==> config.mk <==
export PLATFORM = sky130hd
export DESIGN_NAME = ps2_mouse_packet_tracker
export DESIGN_NICKNAME = d
export VERILOG_FILES = /design/src/ps2mt_pkg.sv /design/src/ps2_mouse_packet_tracker.sv
export SDC_FILE = /design/constraint.sdc
export NUM_CORES = 1
export LEC_CHECK = 0
export BUFFER_PORTS_ARGS = -buffer_cell sky130_fd_sc_hd__buf_2
export CORE_ASPECT_RATIO = 0.5
export CORE_MARGIN = 3
export CORE_UTILIZATION = 55
export CTS_BUF_LIST = sky130_fd_sc_hd__clkbuf_2 sky130_fd_sc_hd__clkbuf_4 sky130_fd_sc_hd__clkbuf_8
export DETAILED_ROUTE_END_ITERATION = 6
export GPL_ROUTABILITY_DRIVEN = 1
export HOLD_SLACK_MARGIN = 0.06
export PLACE_DENSITY = 0.88
export SLEW_MARGIN = 20
export SYNTH_ARGS = -nofsm -noshare
export SYNTH_HDL_FRONTEND = slang
export SYNTH_SLANG_ARGS = --single-unit
==> constraint.sdc <==
create_clock -name clk -period 4 [get_ports clk]
set_input_delay 0.8 -clock clk [delete_from_list [all_inputs] [get_ports clk]]
set_output_delay 0.8 -clock clk [all_outputs]
set_load 0.05 [all_outputs]
==> src/ps2mt_pkg.sv <==
// ps2mt_pkg: shared types and constants for the ps/2 mouse packet tracker
// no dependencies; used by ps2_mouse_packet_tracker
`timescale 1ns / 1ps

package ps2mt_pkg;

  // payload widths fixed by the packet and result formats
  localparam int unsigned BYTE_W      = 8;
  localparam int unsigned POS_W       = 12;
  localparam int unsigned BTN_W       = 3;
  localparam int unsigned OUT_DATA_W  = 32;
  localparam int unsigned CFG_IDX_W   = 1;
  localparam int unsigned CFG_DATA_W  = 12;

  // default coordinate register width
  localparam int unsigned COORD_BITS_DEF = 12;

  // cursor home position after reset
  localparam int unsigned HOME_X = 320;
  localparam int unsigned HOME_Y = 240;

  // flag byte bit positions
  localparam int unsigned SYNC_BIT   = 3;
  localparam int unsigned X_SIGN_BIT = 4;
  localparam int unsigned Y_SIGN_BIT = 5;
  localparam int unsigned X_OVF_BIT  = 6;
  localparam int unsigned Y_OVF_BIT  = 7;

  // reset value of both maximum registers
  localparam logic [CFG_DATA_W-1:0] MAX_RST = '1;

  // configuration register indexes
  typedef enum logic [CFG_IDX_W-1:0] {
    REG_MAX_X = 1'b0,
    REG_MAX_Y = 1'b1
  } cfg_reg_t;

  // position within the three-byte packet
  typedef enum logic [1:0] {
    PH_FLAG = 2'd0,
    PH_DX   = 2'd1,
    PH_DY   = 2'd2
  } phase_t;

endpackage

==> src/ps2_mouse_packet_tracker.sv <==
// ps2_mouse_packet_tracker: assembles ps/2 mouse packets and tracks a clamped cursor
// depends on ps2mt_pkg
`timescale 1ns / 1ps

// Takes one mouse byte per cycle and, on the third byte of each good packet,
// produces one result item with the cursor position and button state. Every
// byte is handled in the cycle it is accepted; the only register between input
// and output is the result register: one byte per clock while results drain.
// Flag and x-movement bytes are accepted even while a result waits on the
// output; the closing y byte waits until the result register is free. First
// bytes without the sync bit are dropped, and packets with an overflow flag
// are swallowed without a result. Cursor x and y are clamped to 0..max_x and
// 0..max_y (also capped at the coordinate register range); a lowered maximum
// takes effect at the next good packet. Configuration writes are taken every
// cycle and should only be issued while the block is idle.
module ps2_mouse_packet_tracker #(
  parameter int unsigned COORD_BITS = ps2mt_pkg::COORD_BITS_DEF
) (
  input  logic                               clk,
  input  logic                               rst_n,
  // input byte stream
  input  logic                               in_tvalid,
  output logic                               in_tready,
  input  logic [ps2mt_pkg::BYTE_W-1:0]       in_tdata,   // [7:0] rx_byte
  // result stream
  output logic                               out_tvalid,
  input  logic                               out_tready,
  output logic [ps2mt_pkg::OUT_DATA_W-1:0]   out_tdata,  // [11:0] pos_x, [23:12] pos_y,
                                                         // [26:24] button_bits, rest zero
  // configuration writes
  input  logic                               cfg_valid,
  output logic                               cfg_ready,
  input  logic [ps2mt_pkg::CFG_IDX_W-1:0]    cfg_index,
  input  logic [ps2mt_pkg::CFG_DATA_W-1:0]   cfg_data
);

  localparam int unsigned POS_W  = ps2mt_pkg::POS_W;
  localparam int unsigned BTN_W  = ps2mt_pkg::BTN_W;
  localparam int unsigned BYTE_W = ps2mt_pkg::BYTE_W;
  // arithmetic width: wide enough for cursor plus or minus a 9-bit delta
  localparam int unsigned WIDE_W = ((COORD_BITS > POS_W) ? COORD_BITS : POS_W) + 2;
  localparam int unsigned COORD_MAX = (1 << COORD_BITS) - 1;
  localparam int unsigned HOME_X_SAT =
    (ps2mt_pkg::HOME_X > COORD_MAX) ? COORD_MAX : ps2mt_pkg::HOME_X;
  localparam int unsigned HOME_Y_SAT =
    (ps2mt_pkg::HOME_Y > COORD_MAX) ? COORD_MAX : ps2mt_pkg::HOME_Y;
  localparam int unsigned PAD_W = ps2mt_pkg::OUT_DATA_W - 2 * POS_W - BTN_W;

  // state
  ps2mt_pkg::phase_t                  phase_r, phase_nxt;
  logic [BYTE_W-1:0]                  flag_r, flag_nxt;
  logic [BYTE_W-1:0]                  dx_byte_r, dx_byte_nxt;
  logic [COORD_BITS-1:0]              cur_x_r, cur_x_nxt;
  logic [COORD_BITS-1:0]              cur_y_r, cur_y_nxt;
  logic [ps2mt_pkg::CFG_DATA_W-1:0]   max_x_r, max_y_r;

  // result register
  logic                               out_valid_r, out_valid_nxt;
  logic [POS_W-1:0]                   out_x_r, out_x_nxt;
  logic [POS_W-1:0]                   out_y_r, out_y_nxt;
  logic [BTN_W-1:0]                   out_btn_r, out_btn_nxt;

  // datapath
  logic                               accept;
  logic                               emit;
  logic signed [WIDE_W-1:0]           dx_w, dy_w, sum_x, sum_y;
  logic signed [WIDE_W-1:0]           lim_x, lim_y;
  logic [COORD_BITS-1:0]              new_x, new_y;

  // y byte needs a free result slot, the other bytes never do
  assign in_tready = (phase_r != ps2mt_pkg::PH_DY) || !out_valid_r || out_tready;
  assign accept    = in_tvalid && in_tready;
  assign cfg_ready = 1'b1;

  assign out_tvalid = out_valid_r;
  assign out_tdata  = {{PAD_W{1'b0}}, out_btn_r, out_y_r, out_x_r};

  // effective limits: max register capped at the coordinate range
  assign lim_x = (WIDE_W'(max_x_r) > WIDE_W'(COORD_MAX)) ? WIDE_W'(COORD_MAX)
                                                         : WIDE_W'(max_x_r);
  assign lim_y = (WIDE_W'(max_y_r) > WIDE_W'(COORD_MAX)) ? WIDE_W'(COORD_MAX)
                                                         : WIDE_W'(max_y_r);

  // 9-bit movement deltas, sign taken from the flag byte
  assign dx_w = WIDE_W'($signed({flag_r[ps2mt_pkg::X_SIGN_BIT], dx_byte_r}));
  assign dy_w = WIDE_W'($signed({flag_r[ps2mt_pkg::Y_SIGN_BIT], in_tdata}));

  // x adds, y subtracts (screen y grows downward)
  assign sum_x = $signed(WIDE_W'(cur_x_r)) + dx_w;
  assign sum_y = $signed(WIDE_W'(cur_y_r)) - dy_w;

  // clamp to 0..limit
  always_comb begin
    if (sum_x[WIDE_W-1]) begin
      new_x = '0;
    end else if (sum_x > lim_x) begin
      new_x = COORD_BITS'(lim_x);
    end else begin
      new_x = COORD_BITS'(sum_x);
    end
    if (sum_y[WIDE_W-1]) begin
      new_y = '0;
    end else if (sum_y > lim_y) begin
      new_y = COORD_BITS'(lim_y);
    end else begin
      new_y = COORD_BITS'(sum_y);
    end
  end

  // packet sequencing and result capture
  always_comb begin
    phase_nxt     = phase_r;
    flag_nxt      = flag_r;
    dx_byte_nxt   = dx_byte_r;
    cur_x_nxt     = cur_x_r;
    cur_y_nxt     = cur_y_r;
    emit          = 1'b0;
    out_valid_nxt = out_valid_r && !out_tready;
    out_x_nxt     = out_x_r;
    out_y_nxt     = out_y_r;
    out_btn_nxt   = out_btn_r;
    if (accept) begin
      case (phase_r)
        ps2mt_pkg::PH_FLAG: begin
          // drop bytes without the sync bit
          if (in_tdata[ps2mt_pkg::SYNC_BIT]) begin
            flag_nxt  = in_tdata;
            phase_nxt = ps2mt_pkg::PH_DX;
          end
        end
        ps2mt_pkg::PH_DX: begin
          dx_byte_nxt = in_tdata;
          phase_nxt   = ps2mt_pkg::PH_DY;
        end
        ps2mt_pkg::PH_DY: begin
          phase_nxt = ps2mt_pkg::PH_FLAG;
          // overflow packets are swallowed
          emit = !flag_r[ps2mt_pkg::X_OVF_BIT] && !flag_r[ps2mt_pkg::Y_OVF_BIT];
        end
        default: begin
          phase_nxt = ps2mt_pkg::PH_FLAG;
        end
      endcase
    end
    if (emit) begin
      cur_x_nxt     = new_x;
      cur_y_nxt     = new_y;
      out_valid_nxt = 1'b1;
      out_x_nxt     = POS_W'(new_x);
      out_y_nxt     = POS_W'(new_y);
      out_btn_nxt   = flag_r[BTN_W-1:0];
    end
  end

  // control and cursor state
  always_ff @(posedge clk) begin
    if (!rst_n) begin
      phase_r     <= ps2mt_pkg::PH_FLAG;
      flag_r      <= '0;
      dx_byte_r   <= '0;
      cur_x_r     <= COORD_BITS'(HOME_X_SAT);
      cur_y_r     <= COORD_BITS'(HOME_Y_SAT);
      out_valid_r <= 1'b0;
    end else begin
      phase_r     <= phase_nxt;
      flag_r      <= flag_nxt;
      dx_byte_r   <= dx_byte_nxt;
      cur_x_r     <= cur_x_nxt;
      cur_y_r     <= cur_y_nxt;
      out_valid_r <= out_valid_nxt;
    end
  end

  // result payload
  always_ff @(posedge clk) begin
    out_x_r   <= out_x_nxt;
    out_y_r   <= out_y_nxt;
    out_btn_r <= out_btn_nxt;
  end

  // configuration registers
  always_ff @(posedge clk) begin
    if (!rst_n) begin
      max_x_r <= ps2mt_pkg::MAX_RST;
      max_y_r <= ps2mt_pkg::MAX_RST;
    end else if (cfg_valid && cfg_ready) begin
      case (ps2mt_pkg::cfg_reg_t'(cfg_index))
        ps2mt_pkg::REG_MAX_X: max_x_r <= cfg_data;
        ps2mt_pkg::REG_MAX_Y: max_y_r <= cfg_data;
        default: begin
        end
      endcase
    end
  end

endmodule

Yosys cells after proc, flatten, opt, wreduce, memory -nomap -nowiden --
Cells that the tools add are included. W data, S select, Z words.
Operators by class: multiplexer cells 9, $lt $le $gt $ge 2, $add $sub $neg 2, reductions and logical operators 15, bitwise gates (word level) 1, equal/unequal tests 4
Operators with widths (number):
- $mux W12 | 4
- $gt A14 B13 Y1 | 2
- $add A13 B9 Y14 | 1
- $sub A13 B9 Y14 | 1
- $reduce_and A2 Y1 | 4
- $logic_not A1 Y1 | 4
- $ne A2 B2 Y1 const B | 2
- $pmux W2 S2 | 1
- $logic_and A1 B1 Y1 | 3
- $mux W1 | 3
- $reduce_and A3 Y1 | 1
- $eq A2 B1 Y1 const B | 1
- $eq A2 B2 Y1 const B | 1
- $logic_not A2 Y1 | 1
- $logic_or A1 B1 Y1 | 2
- $mux W2 | 1
- $not A1 Y1 | 1
Storage, ports and cells: input port bits 26, word-level logic and storage cells 44, register bits 94, output and inout bits 35

Depth between registers and ports, before layout --
Gate-level depths: netlist of the first run.
depth after elaboration 6, mapped depth 18, gate-level depth less buffers 17

Worst setup path before layout of the first run --
OpenSTA, ideal clock, no wires.
kind in2reg, from in in_tdata[0] in the netlist's numbering, to reg cur_y_r[10], setup time 74 ps, cell stages on the path 17, data required time 3926 ps, path buffers 1, slack -173 ps, arrival 4099 ps, cells stage by stage ha_1 inv_1 fa_1 a211oi_1 o21ai_0 a21o_1 a211oi_1 a21oi_1 ha_1 nand4_1 nor4_1 o41ai_1 a21o_1 a211oi_2 clkbuf_1 o21ai_0 a31oi_1
Between the ends: word-level cells in the longest chain between the ends 4
Ends and longest elaborated chain:
- from (decl) | RTL line ps2_mouse_packet_tracker.sv:24 | input logic [ps2mt_pkg::BYTE_W-1:0] in_tdata,
- $sub A13 B9 Y14 (*) | RTL line ps2_mouse_packet_tracker.sv:90 | assign sum_y = $signed(WIDE_W'(cur_y_r)) - dy_w;
- $gt A14 B13 Y1 | RTL line ps2_mouse_packet_tracker.sv:103 | end else if (sum_y > lim_y) begin
- $mux W12 | RTL line ps2_mouse_packet_tracker.sv:103
- $mux W12 (*) | RTL line ps2_mouse_packet_tracker.sv:101 | if (sum_y[WIDE_W-1]) begin
- to (signal assigned) | RTL line ps2_mouse_packet_tracker.sv:162 | cur_y_r <= COORD_BITS'(HOME_Y_SAT);
- to (signal assigned) | RTL line ps2_mouse_packet_tracker.sv:169 | cur_y_r <= cur_y_nxt;
- to (decl) | RTL line ps2_mouse_packet_tracker.sv:54 | logic [COORD_BITS-1:0] cur_y_r, cur_y_nxt;
Mark *: on every way between the ends. The rest lies on a longest branch, timed or not. A chain may end at the register's enable or synchronous reset.

Worst setup path after layout of the first run --
from in in_tdata[1] in the netlist's numbering, to reg cur_y_r[0]
The elaborated chain is that of the path after synthesis.

==> metrics.txt, run 1 <==
die footprint between 10,000 and 15,000 µm²; Routed Wire Length 16,700 µm; antenna violations before repair 0; Synth async-reset ratio 0%; most common cell in the synthesized netlist dfxtp_1; number of core rows 25; number of global-route vias before repair around 5,200; worst rel slew slack 44.67%; startpoint-to-endpoint class of the critical path in -> reg; number of antenna-violating nets in the routed design 0; signed area change from the synthesized netlist to the final layout 21.11%; Worst EP required about 4.3 ns; GRT Util Overall between 20% and 30%; instance area at placement between 6000 and 7000 µm²; drc violations 0; cell total after placement approximately 840; final setup skew roughly 0.014 ns; final non-filler cell area around 6800 µm²; width of the die 149.3 µm; maximum resistive drop on vdd about 190 µV; violations in the final reports setup timing; number of buffers created by CTS 9; count of maximum capacitance violations 0; count of pins on the block boundary about 60; Buffers on Ports 54; final count of hold timing violations 0; ratio of routed vias to standard cells between 6 and 7; Seq cells post-synth a little over 90; drt first-iter violations around 580; share of the synthesized area in the top cell type a little under a quarter; number of vias in the routed layout between 5,000 and 6,000; worst path cell trace buf_6, inv_4, ha_4, nor2b_4, o31a_1, o21a_1, o211ai_1, a21oi_2, or2_4, ha_4, nand4_1, nor4_2, o41ai_2, a21o_1, a211oi_2, buf_6, o21ai_1, a31oi_1; mean area per synthesized cell 9.010 µm²; ANT cells 0; number of nets in the finished design roughly 800; Clock Sinks slightly above 90; number of cells produced by synthesis 627; flip-flop cell with the highest count after synthesis dfxtp_1; reg2reg path depth 18; endpoint type of the worst setup path flop; standard cell with the maximum stage delay on the critical path nor4_2; minimum clock period 4.160 ns; top cells by area, synth dfxtp_1, edfxtp_1, ha_1; Worst-path clk slew around 0.10 ns; CTS tree yes; utilization after layout a little over two thirds; Worst Hold Slack 0.4474 ns; DP Wirelength roughly 11,000 µm; power density normalized to cell area about 340 nW/µm²; Tightest Pin Transition between 0.8 and 0.9 ns; gp weighted congestion 0.9042; maximum clock path buffer count 2; H-tree depth 3; largest net degree at the start of global routing 36; Critical Path Max Stage Delay a little under 0.4 ns; depth of the worst hold-timing path 0; crit path buf inv count 3; register-to-register setup slack -0.10 ns; top achievable clock speed 240.4 MHz; Data arrival, critical path between 4 and 5 ns; hold path startpoint flag_r[0]; total standard cell area after synthesis about 5600 µm²; number of enable-type register cells in the synthesized netlist 27; fill cell instance count of the final layout roughly 630; Avg WL per Cell 19.42 µm; share of cells above drive strength 1 26.62%; cell family contributing the most delay on the critical path compound AO/OA/AOI/OAI gates; insertion delay to the later sink of the worst-skew pair about 0.4 ns; fin cells 860; count of final max-slew check failures 0; initial cell density of the core a little under 60%; height of the chip 77.67 µm; origin of the critical flop-to-flop path cur_y_r[0]; Power Total approximately 2.3 mW; CTS Root Buffer Type clkbuf_8; fraction of the yosys area taken by sequential cells roughly 38%; Tightest Hold Check Type reg -> reg; run status finished with violations; setup slack after layout -0.1598 ns; number of failing setup endpoints in the final timing report 24; Hold Crit Endpoint out_btn_r[0]; distinct cell type count of the synthesized netlist 70; global-route wire length before repair approximately 25,000 µm; leakage component of the power ~3 nW; most instantiated cells after synthesis dfxtp_1, nand2_1, o21ai_0; Syn. warnings 0; post-synthesis cell type with the largest combined area dfxtp_1; core region area roughly 9700 µm²; end of the worst register-to-register path cur_y_r[0]; RSZ-0062 raised after global routing true; share of the clock period used by the worst path 104.0%; crit-path max FO 8; nature of the critical path startpoint input pin; Initial DRT Pass Iterations 7; remaining global-route overflow 0
## logic make-up (layout without fill, tap and decap cells)
logic type	after synthesis	in the layout	synth area share [%]
AO/OA/AOI/OAI	191	191	22.92
AND/OR/NAND/NOR	179	179	16.32
flip-flops	93	93	37.74
buffers and inverters	85	179	6.666
adder cells (fa/ha/maj)	52	52	11.78
XOR/XNOR	14	14	2.170
multiplexers	11	11	2.259
other	2	6	0.1329
## worst max path at each step
stage / startpoint / to / depth (start not counted)
floorplan: in_tdata[0] / out_y_r[4] / 17
global placement: in_tdata[0] / out_y_r[7] / 17
detailed placement: in_tdata[0] / out_y_r[4] / 17
CTS: in_tdata[0] / cur_y_r[3] / 18
global route: in_tdata[1] / cur_y_r[2] / 19
finish: in_tdata[1] / cur_y_r[0] / 18
## power by group
part / switching (mW) / internal, mW
combinational: 0.330 / 0.223
clock: 0.336 / 0.382
sequential: 0.0229 / 1.01
## cell type report
type                    instances  area, µm²  share of cell area, %
multi-input cells             453       3390                  49.54
repair buffers                110      723.2                  10.57
clock inverters                 4      72.57                  1.061
well taps                     135      168.9                  2.469
flip-flops and latches         93       2133                  31.18
inverters                      53      201.4                  2.944
clock buffers                  12      152.6                  2.231
## worst reg2reg max path, stage by stage, from the launching register on
cell and delay [ns]:
dfxtp_1 0.34, inv_1 0.12, ha_4 0.17, inv_2 0.04, fa_2 0.41, a211oi_4 0.32, o211ai_2 0.12, a21o_1 0.19
a21oi_2 0.16, xnor2_2 0.10, ha_1 0.33, nand4_1 0.22, nor4_2 0.39, o41ai_2 0.15, a21o_1 0.22, a211oi_2 0.26
buf_6 0.20, o21ai_1 0.12, a31oi_1 0.17
## state kept, by name, indices dropped and copies added (netlist names)
register,cells
cur_x_r,12
out_tvalid,1
cur_y_r,12
out_x_r,12
out_y_r,12
flag_r,7
max_x_r,12
out_btn_r,3
dx_byte_r,8
max_y_r,12
phase_r,2
## cell usage in the layout, fill, tap and decap left out, drive strengths merged, types with 3 or more instances in the layout
cell type | netlist | final
a211oi | 8 | 8
a21boi | 3 | 3
a21o | 10 | 10
a21oi | 28 | 28
a31oi | 22 | 22
and2 | 6 | 6
buf | 11 | 110
clkbuf | 21 | 12
conb | 2 | 6
dfxtp | 66 | 66
edfxtp | 27 | 27
ha | 50 | 50
inv | 52 | 53
mux2i | 10 | 10
nand2 | 62 | 62
nand2b | 4 | 4
nand3 | 25 | 25
nand4 | 6 | 6
nand4b | 3 | 3
nor2 | 28 | 28
nor2b | 18 | 18
nor3 | 6 | 6
nor3b | 5 | 5
nor4 | 3 | 3
o211ai | 31 | 31
o21a | 10 | 10
o21ai | 56 | 56
o41ai | 3 | 3
or2 | 4 | 4
or3 | 4 | 4
xnor2 | 10 | 10
xor2 | 4 | 4
## per-stage QoR
step / setup WS [ns] / TNS (ns)
6_report: -0.1598 / -2.606
3_3_place_gp: -0.3184 / -6.735
4_1_cts: 0.01982 / 0
2_1_floorplan: -0.03614 / -0.6290
3_5_place_dp: -0.5420 / -11.15
5_1_grt: -0.2738 / -4.981
## what timing repair did
action,CTS,global route
setup buffers,3,7
endpoints found under the setup margin,25,48
pin swaps,5,37
hold buffers,0,0
resized for setup,9,63
## routing by layer
| metal | share of wire (%) | vias up | global-route usage, % |
|---|---|---|---|
| met2 | 48 | 350 | 44.48 |
| met4 | 5.1 | 0 | 12.60 |
| met3 | 8.0 | 106 | 6.126 |
| met5 | 0 | - | 0 |
| met1 | 39 | 2558 | 32.48 |
| li1 | - | 2444 | - |
(Power assumes the default switching activity.)
==> run 2, diff against run 1 <==
Settings changed: CAP_MARGIN from default to 30, SLEW_MARGIN 20 to default.
Clock period 4 ns to 3.5 ns, I/O delays scaled along.
==> run 2 against run 1 <==
  * Sequential share of layout area shrank 2.9 points
  * Clock skew shrank 0.0046 ns
  * First-iteration DRC count grew 94%
  * Clock power grew 2%
  * The flow finishes with violations (DRC, setup timing)
  * Combinational power grew 39%
  * Non-clock buffer count grew 49
  * Utilization grew 8.0 points
  * Register-to-register slack lost 0.71 ns
  * Power grew 17%
  * Highest routed layer unchanged
  * Global-route usage grew 3.6 points
==> metrics.txt, run 2 (synthesized netlist as in run 1, its figures left out) <==
Clock Sinks 93; nature of the critical path startpoint flop; maximum clock path buffer count 2; setup slack after layout -0.8092 ns; top achievable clock speed ~230 MHz; final count of hold timing violations 0; setup_tns -26.26 ns; remaining global-route overflow 0; run status finished with violations; final setup skew 0.009771 ns; ratio of routed vias to standard cells 6.990; instance area at placement ~6600 µm²; internal portion of total power 1.784 mW; Buffers on Ports between 50 and 60; fin cells 909; register-to-register setup slack -0.81 ns; Data arrival, critical path 4.63 ns; final non-filler cell area roughly 7600 µm²; endpoint type of the worst setup path flop; Tightest Hold Check Type reg -> reg; RSZ-0062 raised after global routing true; highest-count cells in the layout ignoring fill and taps buf_4, dfxtp_1, nand2_1; crit-path max FO 7; antenna violations before repair 0; minimum clock period ~4.3 ns; initial cell density of the core 58.07%; worst rel slew slack 41.79%; reported net switching power just over 0.9 mW; end of the worst register-to-register path cur_x_r[4]; reg2reg path depth 17; Critical Path Max Stage Delay 0.44 ns; share of the clock period used by the worst path 123.1%; number of logic stages on the critical path including buffering 17; Initial DRT Pass Iterations 7; CTS tree yes; largest net degree at the start of global routing 60; count of maximum capacitance violations 0; Avg WL per Cell between 20 and 25 µm; DP Wirelength 11,060 µm; Worst-path clk slew about 0.090 ns; share of power burned in combinational logic between 20% and 30%; number of nets in the finished design about 850; maximum resistive drop on vdd 239.9 µV; die footprint about 12,000 µm²; worst path cell trace ha_4, o21ai_0, o21ai_2, buf_4, a41oi_2, xor2_1, inv_1, ha_1, nand4_1, a211oi_2, o41ai_2, a21o_1, buf_6, a21oi_4, buf_4, o21ai_2, a31oi_2; signed area change from the synthesized netlist to the final layout 34.95%; GRT Util Overall between 30% and 40%; cell total after placement around 860; gp weighted congestion about 0.92; critical path endpoint cur_x_r[4]; Worst Setup SP dx_byte_r[2]; crit path buf inv count 4; share of power burned in registers approximately 44%; drt first-iter violations between 1,000 and 1,500; share of total power in the clock network a little over a quarter; cell family contributing the most delay on the critical path compound AO/OA/AOI/OAI gates; Routed Wire Length approximately 23,000 µm; number of core rows 25; Tightest Pin Transition roughly 0.87 ns; number of antenna-violating nets in the routed design 0; drc violations 1; core region area 9728 µm²; most common library cell in the layout ignoring fill and taps buf_4; leakage component of the power 3.379 nW; startpoint-to-endpoint class of the critical path reg -> reg; ANT cells 0; width of the die 149.3 µm; standard cell with the maximum stage delay on the critical path dfxtp_1; Worst EP required roughly 3.8 ns; H-tree depth 3; origin of the critical flop-to-flop path dx_byte_r[2]; violations in the final reports DRC, setup timing; height of the chip 77.67 µm; count of final max-slew check failures 0; share of cells above drive strength 1 38.76%; power density normalized to cell area 352.8 nW/µm²; number of failing setup endpoints in the final timing report 48; insertion delay to the later sink of the worst-skew pair about 0.4 ns; CTS Root Buffer Type clkbuf_8; switching part of the total 33.66%; number of global-route vias before repair roughly 5,500; number of buffers created by CTS 9; count of pins on the block boundary 61; global-route wire length before repair about 28,000 µm; number of vias in the routed layout 6,354
run 2: area by class of cell:
| type | count | area (µm²) |
|---|---|---|
| multi-input combinational | 453 | 3747 |
| clock buffer | 12 | 158.9 |
| tap | 135 | 168.9 |
| sequential | 93 | 2153 |
| clock inverter | 4 | 30.03 |
| timing repair buffer | 159 | 1155 |
| fill | 509 | 2105 |
| inverter | 53 | 210.2 |
run 2: worst min-delay path by stage:
stage	slack, ns	from	to	depth (start not counted)
6_report	0.46	flag_r[0]	out_btn_r[0]	0
5_1_grt	0.46	flag_r[2]	out_btn_r[2]	0
4_1_cts	0.44	flag_r[2]	out_btn_r[2]	0
3_5_place_dp	0.42	flag_r[2]	out_btn_r[2]	0
3_3_place_gp	0.41	flag_r[1]	out_btn_r[1]	0
2_1_floorplan	0.41	flag_r[0]	out_btn_r[0]	0
run 2: power by group through the flow:
| stage | combinational, mW | clock [mW] | sequential (mW) |
|---|---|---|---|
| 3_3_place_gp | 0.575 | 0 | 1.20 |
| 3_5_place_dp | 0.604 | 0 | 1.20 |
| 5_1_grt | 0.808 | 0.763 | 1.19 |
| 4_1_cts | 0.640 | 0.707 | 1.18 |
| 2_1_floorplan | 0.389 | 0 | 1.21 |
| 6_report | 0.771 | 0.732 | 1.19 |
run 2: repair_timing:
item	in CTS	in global routing
hold buffers	0	0
pin swaps	38	61
gates resized for setup	46	88
cloned	0	0
endpoints found under the setup margin	48	48
setup buffers	8	27
run 2: layer usage:
metal	vias to the layer above	wire (µm)	global-route usage (%)
met2	667	10030	49.98
met4	0	2138	15.34
met1	2881	7536	37.16
li1	2552	-	-
met3	254	2946	6.768
met5	-	0	0
run 2: through the flow:
stage / power [mW] / setup slack (ns) / hold WS, ns / utilization [%]
after CTS: 2.525 / -0.3157 / 0.4432 / 72.30
after global placement: 1.776 / -0.5668 / 0.4126 / 67.91
after detailed placement: 1.805 / -0.7416 / 0.4219 / 67.91
after floorplan: 1.598 / -0.3121 / 0.4076 / -
final: 2.689 / -0.8092 / 0.4575 / 78.37
after global routing: 2.760 / -1.048 / 0.4625 / 78.37
==> run 3, diff against run 2 <==
Settings changed: BUFFER_PORTS_ARGS -buffer_cell sky130_fd_sc_hd__buf_2 to default, CORE_UTILIZATION 55 to 60, CTS_BUF_LIST sky130_fd_sc_hd__clkbuf_2 sky130_fd_sc_hd__clkbuf_4 sky130_fd_sc_hd__clkbuf_8 to sky130_fd_sc_hd__clkbuf_8, DONT_BUFFER_PORTS from default to 1, PLACE_DENSITY 0.88 to 0.89.
==> run 3 against run 2 <==
  * Combinational power barely moved
  * Worst hold slack got worse by 0.017 ns
  * Cell area fell by 2.8%
  * Final cell count fell by 7.8%
  * Maximum frequency rose by 4.0%
  * Sequential share of layout area rose by 0.70 points
  * Routed wire length rose by 5.6%
  * Clock power fell by 3.1%
  * Clock-buffer cell count fell by 3
  * The flow still finishes with violations (DRC, setup timing)
==> metrics.txt, run 3 (synthesized netlist as in run 1, its figures left out) <==
GRT Util Overall a little over a third; run status finished with violations; Tightest Hold Check Type in -> reg; gp weighted congestion just under 1; reported net switching power about 0.95 mW; endpoint type of the worst setup path flop; setup slack after layout -0.6417 ns; worst path cell trace inv_2, ha_4, inv_2, fa_2, a211oi_4, o21ai_2, a21o_1, a211oi_2, a21oi_2, ha_1, nand4_1, nor4_2, o41ai_2, a21o_1, a211oi_4, buf_6, o21ai_2, a31oi_1; top achievable clock speed between 200 and 250 MHz; maximum clock path buffer count 2; Hold Crit Endpoint max_x_r[0]; remaining global-route overflow 0; share of the clock period used by the worst path 118.3%; drc violations 3; final non-filler cell area around 7400 µm²; number of core rows 24; Data arrival, critical path 4.46 ns; number of vias in the routed layout between 6,000 and 7,000; Clock Sinks slightly above 90; Buffers on Ports 0; drt first-iter violations ~1,000; startpoint-to-endpoint class of the critical path reg -> reg; Critical Path Max Stage Delay 0.38 ns; CTS Root Buffer Type clkbuf_8; leakage component of the power 3.190 nW; final count of hold timing violations 0; number of global-route vias before repair approximately 5,600; Routed Wire Length about 24,000 µm; share of power burned in registers 44.9%; height of the chip 74.61 µm; Worst EP required roughly 3.8 ns; nature of the critical path startpoint flop; number of failing setup endpoints in the final timing report 48; DP Wirelength roughly 11,000 µm; internal portion of total power 1.742 mW; number of buffers created by CTS 9; RSZ-0062 raised after global routing true; Setup Slack @ Placement -0.6872 ns; Tightest Pin Transition between 0.9 and 1 ns; reg2reg path depth 18; standard cell with the maximum stage delay on the critical path a211oi_4; count of maximum capacitance violations 0; initial cell density of the core between 60 and 70%; ratio of routed vias to standard cells between 7 and 8; number of antenna-violating nets in the routed design 0; Initial DRT Pass Iterations 7; hold path startpoint rst_n; number of nets in the finished design 793; share of power burned in combinational logic 28.8%; origin of the critical flop-to-flop path cur_y_r[0]; setup_tns -21.40 ns; hold-fix buffers at CTS 0; final setup skew about 0.018 ns; highest-count cells in the layout ignoring fill and taps buf_4, dfxtp_1, nand2_1; register-to-register setup slack -0.64 ns; width of the die around 140 µm; crit-path max FO 6; share of cells above drive strength 1 ~34%; maximum resistive drop on vdd ~260 µV; count of pins on the block boundary 61; insertion delay to the later sink of the worst-skew pair ~0.40 ns; die footprint between 10,000 and 15,000 µm²; CTS tree yes; Worst-path clk slew about 0.10 ns; minimum clock period about 4.1 ns; end of the worst register-to-register path cur_y_r[3]; switching part of the total 35.16%; most common library cell in the layout ignoring fill and taps buf_4; largest net degree at the start of global routing 68; depth of the worst hold-timing path 1; core region area just under 9000 µm²; instance area at placement around 6300 µm²; count of final max-slew check failures 0; Avg WL per Cell ~29 µm; violations in the final reports DRC, setup timing; utilization after layout 83.11%; antenna violations before repair 1; power density normalized to cell area between 300 and 400 nW/µm²; worst rel slew slack 37.10%; H-tree depth 3; share of total power in the clock network 26.4%; fin cells 838; signed area change from the synthesized netlist to the final layout 31.21%; global-route wire length before repair 28,750 µm; cell total after placement around 790
[run 3: cell count changes in the layout (fill, tap and decap cells not counted), moves of 4 or more]
cell / previous run / this run
nand3_4: 2 / 6
buf_2: 51 / 1
o21ai_2: 15 / 10
dfxtp_1: 55 / 59
o21ai_4: 7 / 11
a31oi_4: 0 / 5
buf_6: 13 / 17
buf_4: 91 / 83
[run 3: final cells by class]
| class | count | area [µm²] |
|---|---|---|
| Multi-Input combinational cell | 453 | 3850 |
| Sequential cell | 93 | 2146 |
| Fill cell | 382 | 1506 |
| Timing Repair Buffer | 105 | 889.6 |
| Inverter | 53 | 205.2 |
| Tap cell | 117 | 146.4 |
| Clock buffer | 9 | 123.9 |
| Clock inverter | 7 | 48.80 |
| Antenna cell | 1 | 2.502 |
[run 3: repair_timing]
action | in CTS | in global routing
endpoints found under the setup margin | 48 | 48
buffers inserted | 14 | 16
pin swaps | 45 | 50
gates cloned | 0 | 1
gates resized for setup | 55 | 88
[run 3: power groups by stage]
stage                     Combinational (mW)  Clock [mW]  Sequential [mW]
final                                  0.773       0.709             1.21
after global routing                   0.803       0.743             1.21
after CTS                              0.587       0.674             1.19
after detailed placement               0.554           0             1.22
after global placement                 0.526           0             1.22
after floorplan                        0.389           0             1.21
[run 3: routing by layer]
| layer | vias to the layer above | global-route usage [%] | part of all wire (%) |
|---|---|---|---|
| met1 | 2790 | 40.21 | 34 |
| met2 | 736 | 58.99 | 42 |
| li1 | 2438 | - | - |
| met5 | - | 0 | 0 |
| met3 | 268 | 9.201 | 14 |
| met4 | 0 | 22.55 | 9.3 |
[run 3: worst max-delay path, delay by kind of cell (launching register included)]
kind / cells / cell delay [ns]
AO/OA/AOI/OAI: 10 / 2.01
adder cells (fa/ha/maj): 3 / 0.83
AND/OR/NAND/NOR: 2 / 0.57
flip-flops: 1 / 0.35
buffers and inverters: 3 / 0.33
[run 3: per-stage QoR]
stage	total power, mW	hold WS [ns]
2_1_floorplan	1.598	0.4076
4_1_cts	2.454	0.4160
5_1_grt	2.752	0.4034
6_report	2.687	0.4401
3_5_place_dp	1.771	0.4181
3_3_place_gp	1.741	0.4116
[run 3: how the worst max path moves through the flow]
stage | cells after the start | slack (ns) | end | from
after floorplan | 17 | -0.31 | cur_y_r[0] | in_tdata[0]
after global placement | 17 | -0.43 | out_y_r[11] | in_tdata[1]
after detailed placement | 17 | -0.69 | cur_y_r[2] | in_tdata[0]
after CTS | 18 | -0.34 | cur_y_r[2] | cur_y_r[0]
after global routing | 18 | -0.73 | cur_y_r[3] | cur_y_r[0]
final | 18 | -0.64 | cur_y_r[3] | cur_y_r[0]
